--- src/midi_input_fifo_with_mtc_decode_assert.svh ---
// Assertion macros shared by the ring and top-level RTL files of the MIDI input block.
`ifndef MIDI_INPUT_FIFO_WITH_MTC_DECODE_ASSERT_SVH
`define MIDI_INPUT_FIFO_WITH_MTC_DECODE_ASSERT_SVH

// Same-cycle implication, checked outside reset.
`define MIMTC_ASSERT_NOW(label, clk, rst, ante, cons) \
   label: assert property (@(posedge clk) disable iff (rst) (ante) |-> (cons)) \
      else $error("mimtc assertion failed");

// Next-cycle implication, checked outside reset.
`define MIMTC_ASSERT_NEXT(label, clk, rst, ante, cons) \
   label: assert property (@(posedge clk) disable iff (rst) (ante) |=> (cons)) \
      else $error("mimtc assertion failed");

`endif

--- src/mimtc_pkg.sv ---
`timescale 1ns / 1ps
`default_nettype none
package mimtc_pkg;

   localparam int RING_DEPTH = 1024;
   localparam int PTR_W      = $clog2(RING_DEPTH);
   localparam int CNT_W      = PTR_W + 1;
   localparam int SIZE_W     = 11;
   localparam int WORD_W     = 32;

   localparam logic [7:0] MTC_STATUS = 8'hF1;

   typedef enum logic [1:0] {
      KIND_SHORT = 2'd0,
      KIND_LONG  = 2'd1,
      KIND_POP   = 2'd2,
      KIND_NONE  = 2'd3
   } kind_type;

   // request from the sequencer to the ring
   typedef struct packed {
      logic       put;
      logic       pop;
      logic [7:0] data;
   } ring_cmd_type;

   // ring status back to the sequencer
   typedef struct packed {
      logic       full;
      logic       nonempty;
      logic [7:0] rd_data;
   } ring_stat_type;

   // assembled time from the quarter-frame unit
   typedef struct packed {
      logic       time_valid;
      logic [4:0] hours;
      logic [7:0] minutes;
      logic [7:0] seconds;
      logic [7:0] frames;
      logic [1:0] frame_rate;
   } qf_out_type;

   // one result beat
   typedef struct packed {
      logic [7:0] read_byte;
      logic       read_valid;
      logic       overrun;
      logic       long_done;
      logic       mtc_seen;
      qf_out_type qf;
   } res_type;

endpackage
`default_nettype wire

--- src/mimtc_qframe.sv ---
`timescale 1ns / 1ps
`default_nettype none
module mimtc_qframe (
   input  wire                   clock,
   input  wire                   reset,
   input  wire                   strobe,
   input  wire [7:0]             data,
   output mimtc_pkg::qf_out_type qf
);
   import mimtc_pkg::*;

   logic [3:0] piece_ff [8];
   logic [2:0] exp_ff, exp_in;
   logic       match;
   logic       last_piece;

   // compare the piece number against the expected index
   always_comb begin
      match      = (data[7:4] == {1'b0, exp_ff});
      last_piece = match && (exp_ff == 3'd7);
      exp_in     = exp_ff;
      if (strobe) begin
         if (!match || exp_ff == 3'd7) begin
            exp_in = '0;
         end else begin
            exp_in = exp_ff + 3'd1;
         end
      end
      qf = '0;
      if (strobe && last_piece) begin
         qf.time_valid = 1'b1;
         qf.hours      = {data[0], piece_ff[6]};
         qf.minutes    = {piece_ff[5], piece_ff[4]};
         qf.seconds    = {piece_ff[3], piece_ff[2]};
         qf.frames     = {piece_ff[1], piece_ff[0]};
         qf.frame_rate = data[2:1];
      end
   end

   // store an in-order piece
   always_ff @(posedge clock) begin
      if (strobe && match) begin
         piece_ff[exp_ff] <= data[3:0];
      end
   end

   always_ff @(posedge clock) begin
      if (reset) begin
         exp_ff <= '0;
      end else begin
         exp_ff <= exp_in;
      end
   end

endmodule
`default_nettype wire

--- config.mk ---
export PLATFORM = sky130hd
export DESIGN_NAME = mimtc_qframe
export DESIGN_NICKNAME = d
export VERILOG_FILES = /design/src/midi_input_fifo_with_mtc_decode_assert.svh /design/src/mimtc_pkg.sv /design/src/mimtc_qframe.sv
export SDC_FILE = /design/constraint.sdc
export NUM_CORES = 1
export LEC_CHECK = 0
export ABC_AREA = 1
export BUFFER_PORTS_ARGS = -buffer_cell sky130_fd_sc_hd__buf_2
export CAP_MARGIN = 25
export CORE_ASPECT_RATIO = 1.4
export CORE_MARGIN = 2
export CORE_UTILIZATION = 40
export DETAILED_ROUTE_END_ITERATION = 8
export GPL_TIMING_DRIVEN = 0
export HOLD_SLACK_MARGIN = 0.05
export PLACE_DENSITY = 0.72
export SETUP_SLACK_MARGIN = 0.3
export SKIP_LAST_GASP = 1
export SLEW_MARGIN = 5
export SYNTH_ARGS = -nofsm -noshare
export SYNTH_HDL_FRONTEND = slang
export SYNTH_SLANG_ARGS = --single-unit
export TNS_END_PERCENT = 30
--- constraint.sdc ---
create_clock -name clock -period 1.8 [get_ports clock]
set_clock_uncertainty 0.05 [all_clocks]
set_input_delay 0.09 -clock clock [delete_from_list [all_inputs] [get_ports clock]]
set_output_delay 0.09 -clock clock [all_outputs]
set_load 0.1 [all_outputs]
==> impl_results.md, run 1 <==
* Yosys reg bits at 31
* Routed len/inst at 12.4 um
* RSZ-0062 raised after global routing: true
* Failing checks: negative setup slack
* Post-DR vias/cell at roughly 4.5
* CP Data Required Time at around 1700 ps
* Num Clock Sinks at 31
* Status: finished, violations left
* Global-route wire length before repair at roughly 5.0 mm
* MaxCap Viol Count at 0
* Largest area contributor in the netlist: edfxtp_1
* Hold Path Class: input port to flip-flop
* # IOs at between 40 and 50
* Unique masters post-synth at 15
* CTS Buf Count at 5
* Yosys warns at 0
* Crit-path max FO at 8
* Iter 0 DRT Violations at 22
* Final hold violation count at 0
* Critical R2R Capture: piece_ff[6][1]
* CTS clk-pin slew, worst paths at around 60 ps
* Slew Limit Fails at 0
* Post-Syn Area at around 1500 um2
* DIE AREA at approximately 4400 um2
* Total detailed-routing wirelength at 3.15 mm
* Largest net degree at the start of global routing at 11
* Die width at about 56 um
* Syn Inst Count at roughly 150
* Final setup fails at 32
* RePlAce Congestion at 0.762
* Final worst slack at -134 ps
* Post-Place Cells at 231
* PwrDens at 486 nW/um2
* Core region area at between 3000 and 4000 um2
* DRT Pass-1 Iters at 4
* Clock buffer depth at 2
* Worst-Margin Slew at about 540 ps
* Port bufs at 42
* Site Rows at 26
* GR Overflow Total at 0
* Die Span Y at just under 80 um
* Core Util, Final at roughly three quarters
* Final #Nets at ~220
* Hold path depth at 1
* Period Utilization, post-route at 107%
* DR vias at 1,150
* Maximum VDD drop at ~540 uV
* Commonest non-fill, non-tap cells in the layout: inv_1 (38), nor2_4 (34), buf_12 (32), edfxtp_1 (28), buf_4 (11)
* Antenna-violating nets left at 0
* Crit. End Element: output port
* Startpoint Class: flip-flop
* Yosys top cell area share at 54.8%
* Most common cell after layout, fill and taps aside: inv_1
* CTS H-tree depth at 2
* Area grow syn2layout at 76.3%
* Final Critical Period at around 1900 ps
* Share of layout cells above drive strength 1 at between 50% and 60%
* R2R Setup Slk at 50 ps
* Avg Inst Size Synth at between 10 and 15 um2
* GRT Total Usage at between 15 and 20%
* P_leak at roughly 1.1 nW
* CTS tree: built
* Hold EP: piece_ff[4][3]
* Min-Delay Startpoint: data[3]
* CP arrival at between 1500 and 2000 ps
* Fmax at between 0.5 and 0.6 GHz
* Initial core utilization at a little over two fifths
* Crit path kind: flip-flop to output port
* Cells on worst reg2reg path at 7
* Clk_lat worst skew at 270 ps
* Cell Count, Final, Fillers Out at ~250
* Slew margin rel. at a little under two thirds
* Vias in the first global route at around 1,100
* Critical R2R Launch: exp_ff[1]
* Syn_nets at 160
* CTS Root Cell: clkbuf_8
* Top post-synthesis cells by area: edfxtp_1 (55%), inv_1 (9.3%), nor2_4 (8.8%)
* Number of diodes at 0
* Initial antenna violation count at 0
* Sequential cell area fraction in the yosys report at between 50% and 60%
* Detailed placement HPWL at around 1.9 mm
* DRC at 0
per-stage QoR:
step	setup TNS [ps]	area, um2	hold slack [ps]	setup WS (ps)	power (mW)
after floorplan	0	1680	102	69.4	0.823
after detailed placement	-1790	1940	231	-87.6	0.849
after CTS	-2790	2580	50.6	-115	1.33
final	-2420	2710	56.4	-134	1.32
after global placement	-988	1940	232	-62.0	0.848
after global routing	-6000	2710	60.4	-239	1.36
cells by family (layout without fill, tap and decap cells):
logic type | Yosys count | after routing | share of synthesized area, %
AOI/OAI and AO/OA | 3 | 3 | 0.978
adders and majority gates | 2 | 2 | 1.63
buffers and inverters | 45 | 110 | 12.5
DFF | 31 | 31 | 58.7
and+or+nand+nor | 66 | 66 | 26.2
synthesized netlist by cell type:
library cell	instances
nor2_1	11
nor3_1	1
nand4_1	3
nand3_1	1
a21oi_1	3
nand2_1	16
dfxtp_1	3
buf_6	3
inv_1	38
nor2_2	20
inv_2	4
edfxtp_1	28
ha_1	2
nand2_2	2
nor2_4	12
worst max path at each step:
stage / start / endpoint / cells after the start
after floorplan: exp_ff[0] / qf[0] / 9
after global placement: exp_ff[2] / qf[22] / 10
after detailed placement: exp_ff[2] / qf[22] / 10
after CTS: exp_ff[1] / qf[12] / 10
after global routing: exp_ff[0] / qf[12] / 10
final: exp_ff[1] / qf[12] / 10
where the power goes:
part           total [mW]  switching, mW  internal [mW]
Clock               0.475          0.213          0.262
Sequential          0.782       0.000663          0.781
Combinational      0.0586         0.0361         0.0224
Total                1.32          0.249           1.07
sequential cells by signal, summed over array words and instances, names as in the netlist:
register,cells
exp_ff,3
piece_ff,28
worst max-delay path: stages (launching register included):
cell,delay [ps]
dfxtp_4,380
inv_4,40
nand2_2,50
nand2_2,60
nor2_4,90
nand2_2,70
nor2_4,180
nand2_8,140
clkbuf_16,200
nor2_4,130
buf_12,180
area by class of cell:
cell class	count	area, um2
buffer	3	60.1
clock buffer	6	72.6
clock inverter	2	7.51
fill	219	970
inverter	42	163
multi-input combinational	71	599
sequential	31	912
tap	42	52.6
timing repair buffer	57	840
timing repair:
item / 4_1_cts / 5_1_grt
gates resized for setup: 122 / 17
endpoints found under the setup margin: 60 / 60
hold buffers: 2 / 0
pin swaps: 3 / 13
endpoints found under the hold margin: 3 / 0
cloned: 2 / 1
setup buffers: 7 / 3
per-layer routing:
layer / GRT usage (%) / vias up / share of wire (%)
met5: 0 / - / 0
met4: 9.52 / 0 / 3.3
met3: 3.88 / 10 / 3.3
met2: 27.6 / 39 / 59
li1: - / 569 / -
met1: 15.3 / 532 / 34
Note: power is estimated with default switching activity, not from simulation.
==> inputs of run 2 (changes only) <==
--- a/config.mk
+++ b/config.mk
@@ -12,10 +12,9 @@
 export CORE_MARGIN = 2
 export CORE_UTILIZATION = 40
 export DETAILED_ROUTE_END_ITERATION = 8
-export GPL_TIMING_DRIVEN = 0
 export HOLD_SLACK_MARGIN = 0.05
 export PLACE_DENSITY = 0.72
-export SETUP_SLACK_MARGIN = 0.3
+export SETUP_SLACK_MARGIN = 0.05
 export SKIP_LAST_GASP = 1
 export SLEW_MARGIN = 5
 export SYNTH_ARGS = -nofsm -noshare
==> run 2 against run 1 <==
Compared with the run above: the run still ends with negative setup slack left; worst setup slack gained 3.9 ps; clock power rose by 4%; hold slack improved by 15 ps; sequential power about the same; global-route usage grew 1.5 points; via count is 2.4% higher; non-clock buffer count is 2 lower; sequential share of layout area is 0.48 points higher; first-iteration DRC count is 150% higher; critical path depth unchanged; critical path type unchanged.
==> impl_results.md, run 2 (synthesis gave the netlist of run 1 again) <==
* Hold path depth at 1
* R2R Setup Slk at around 20 ps
* Share of layout cells above drive strength 1 at between 50% and 60%
* Period Utilization, post-route at 107%
* DIE AREA at between 4000 and 5000 um2
* Largest regs: piece_ff x28, exp_ff x3
* Maximum VDD drop at between 500 and 600 uV
* P_leak at roughly 1.1 nW
* Number of diodes at 0
* Clock buffer depth at 2
* PwrDens at approximately 500 nW/um2
* Hold EP: piece_ff[2][0]
* Post-DR vias/cell at 4.67
* Die width at ~56 um
* Clk_lat worst skew at around 280 ps
* Failing checks: negative setup slack
* Design area at 2660 um2
* CTS Buf Count at 5
* Initial core utilization at between 40% and 50%
* Num Clock Sinks at 31
* Antenna-violating nets left at 0
* RSZ-0062 raised after global routing: true
* Filler cell count at 237
* Commonest non-fill, non-tap cells in the layout: inv_1 (38), nor2_4 (34), buf_12 (34), edfxtp_1 (28), nand2_1 (12)
* Area grow syn2layout at 73.3%
* Area of placed instances at 2290 um2
* Crit-path max FO at 5
* CTS Root Cell: clkbuf_8
* MaxCap Viol Count at 0
* Port bufs at 42
* Crit path kind: flip-flop to output port
* Reg power frac at roughly three fifths
* Pwr Total at approximately 1.3 mW
* Int Pwr at ~1.1 mW
* Slew Limit Fails at 0
* Vias in the first global route at around 1,200
* Total detailed-routing wirelength at 3.55 mm
* CP arrival at 1790 ps
* CP Data Required Time at ~1700 ps
* GRT Total Usage at ~17%
* Initial antenna violation count at 0
* DRT Pass-1 Iters at 4
* DRC at 0
* Most common cell after layout, fill and taps aside: inv_1
* Final worst slack at -131 ps
* GR Overflow Total at 0
* Min-Delay Startpoint: data[0]
* Cell Count, Final, Fillers Out at between 200 and 300
* Final Critical Period at a little under 2000 ps
* Critical-path cell list: inv_4 -> nand2_2 -> nand2_2 -> nor2_4 -> nand2_2 -> nor2_4 -> nand2_4 -> clkbuf_16 -> nor2_4 -> buf_12
* Fin Hold WS at approximately 70 ps
* Critical R2R Capture: piece_ff[5][0]
* Detailed placement HPWL at 2.17 mm
* RePlAce Congestion at 0.794
* DR vias at 1,178
* Final #Nets at approximately 220
* Die Span Y at ~77 um
* Fmax at a little over 0.5 GHz
* Crit path max-delay cell type: dfxtp_4
* CP max stage delay at between 300 and 400 ps
* CTS H-tree depth at 2
* Largest net degree at the start of global routing at 11
* Iter 0 DRT Violations at 54
* Startpoint Class: flip-flop
* Switching part of the total at about 20%
* Status: finished, violations left
* Site Rows at 26
* Clock power share at ~37%
* Hold Path Class: input port to flip-flop
* Crit. End Element: output port
* Post-Place Cells at 232
* CTS tree: built
* Slew margin rel. at between 70% and 80%
* Most flops, register: piece_ff
* CTS clk-pin slew, worst paths at roughly 60 ps
* Routed len/inst at between 10 and 15 um
* Max reg flops at 28
* Core region area at roughly 3700 um2
* Final hold violation count at 0
* Cells on worst reg2reg path at 9
* P_sw at between 0.2 and 0.3 mW
* Final setup fails at 32
* Global-route wire length before repair at 5.38 mm
* # IOs at 43
* Critical R2R Launch: exp_ff[1]
* Worst-Margin Slew at ~390 ps
* Comb power frac at 4.7%
==> run 2: changes by cell type in the layout (fill, tap and decap cells not counted), moves of 2 or more <==
cell / delta
buf_4: -2
buf_12: +2
nand2_2: -2
nand2_1: +2
==> run 2: final cells by class <==
class / instances / area, um2 / area share, %
Sequential cell: 31 / 910 / 34.2
Inverter: 42 / 160 / 6.02
Clock inverter: 2 / 7.51 / 0.282
Timing Repair Buffer: 58 / 886 / 33.3
Clock buffer: 6 / 72.6 / 2.73
Tap cell: 42 / 52.6 / 1.97
Multi-Input combinational cell: 71 / 573 / 21.5
==> run 2: worst max-delay path: cells and delay by family (launching register included) <==
family | cells | cell delay [ps]
AND/OR/NAND/NOR | 7 | 680
buffers and inverters | 3 | 430
flip-flops | 1 | 380
==> run 2: worst max path at each step <==
| stage | depth (start not counted) | endpoint | startpoint | slack (ps) |
|---|---|---|---|---|
| 2_1_floorplan | 9 | qf[0] | exp_ff[1] | -250 |
| 4_1_cts | 10 | qf[7] | exp_ff[2] | -90 |
| 6_report | 10 | qf[29] | exp_ff[1] | -130 |
| 3_5_place_dp | 10 | qf[1] | exp_ff[1] | 30 |
| 3_3_place_gp | 10 | qf[27] | exp_ff[1] | 100 |
| 5_1_grt | 10 | qf[29] | exp_ff[1] | -210 |
==> run 2: stage by stage <==
stage          worst slack (ps)  utilization [%]  TNS [ps]
6_report                   -131             72.4     -3270
5_1_grt                    -214             72.4     -6790
4_1_cts                   -87.4             70.8     -2100
3_5_place_dp               29.5             62.4         0
3_3_place_gp                100             62.4         0
2_1_floorplan              -249                -     -5190
==> run 2: repair_timing <==
item | in CTS | in global routing
hold buffers | 2 | 0
endpoints found under the setup margin | 36 | 48
hold endpoints to repair | 10 | 0
gates cloned | 1 | 1
pin swaps | 4 | 3
buffers inserted | 5 | 3
gates resized for setup | 35 | 4
==> run 2: power groups by stage <==
stage	Sequential (mW)	Clock, mW	Combinational [mW]
final	0.783	0.492	0.0622
after global routing	0.783	0.527	0.0668
after CTS	0.785	0.501	0.0565
after detailed placement	0.801	0	0.0447
after global placement	0.801	0	0.0438
after floorplan	0.801	0	0.0192
==> run 2: routing by layer <==
metal | vias up | part of all wire, % | track usage (%)
met3 | 13 | 3.9 | 2.70
met4 | 0 | 3.8 | 10.0
li1 | 564 | - | -
met2 | 46 | 60 | 32.7
met5 | - | 0 | 0
met1 | 555 | 32 | 15.7
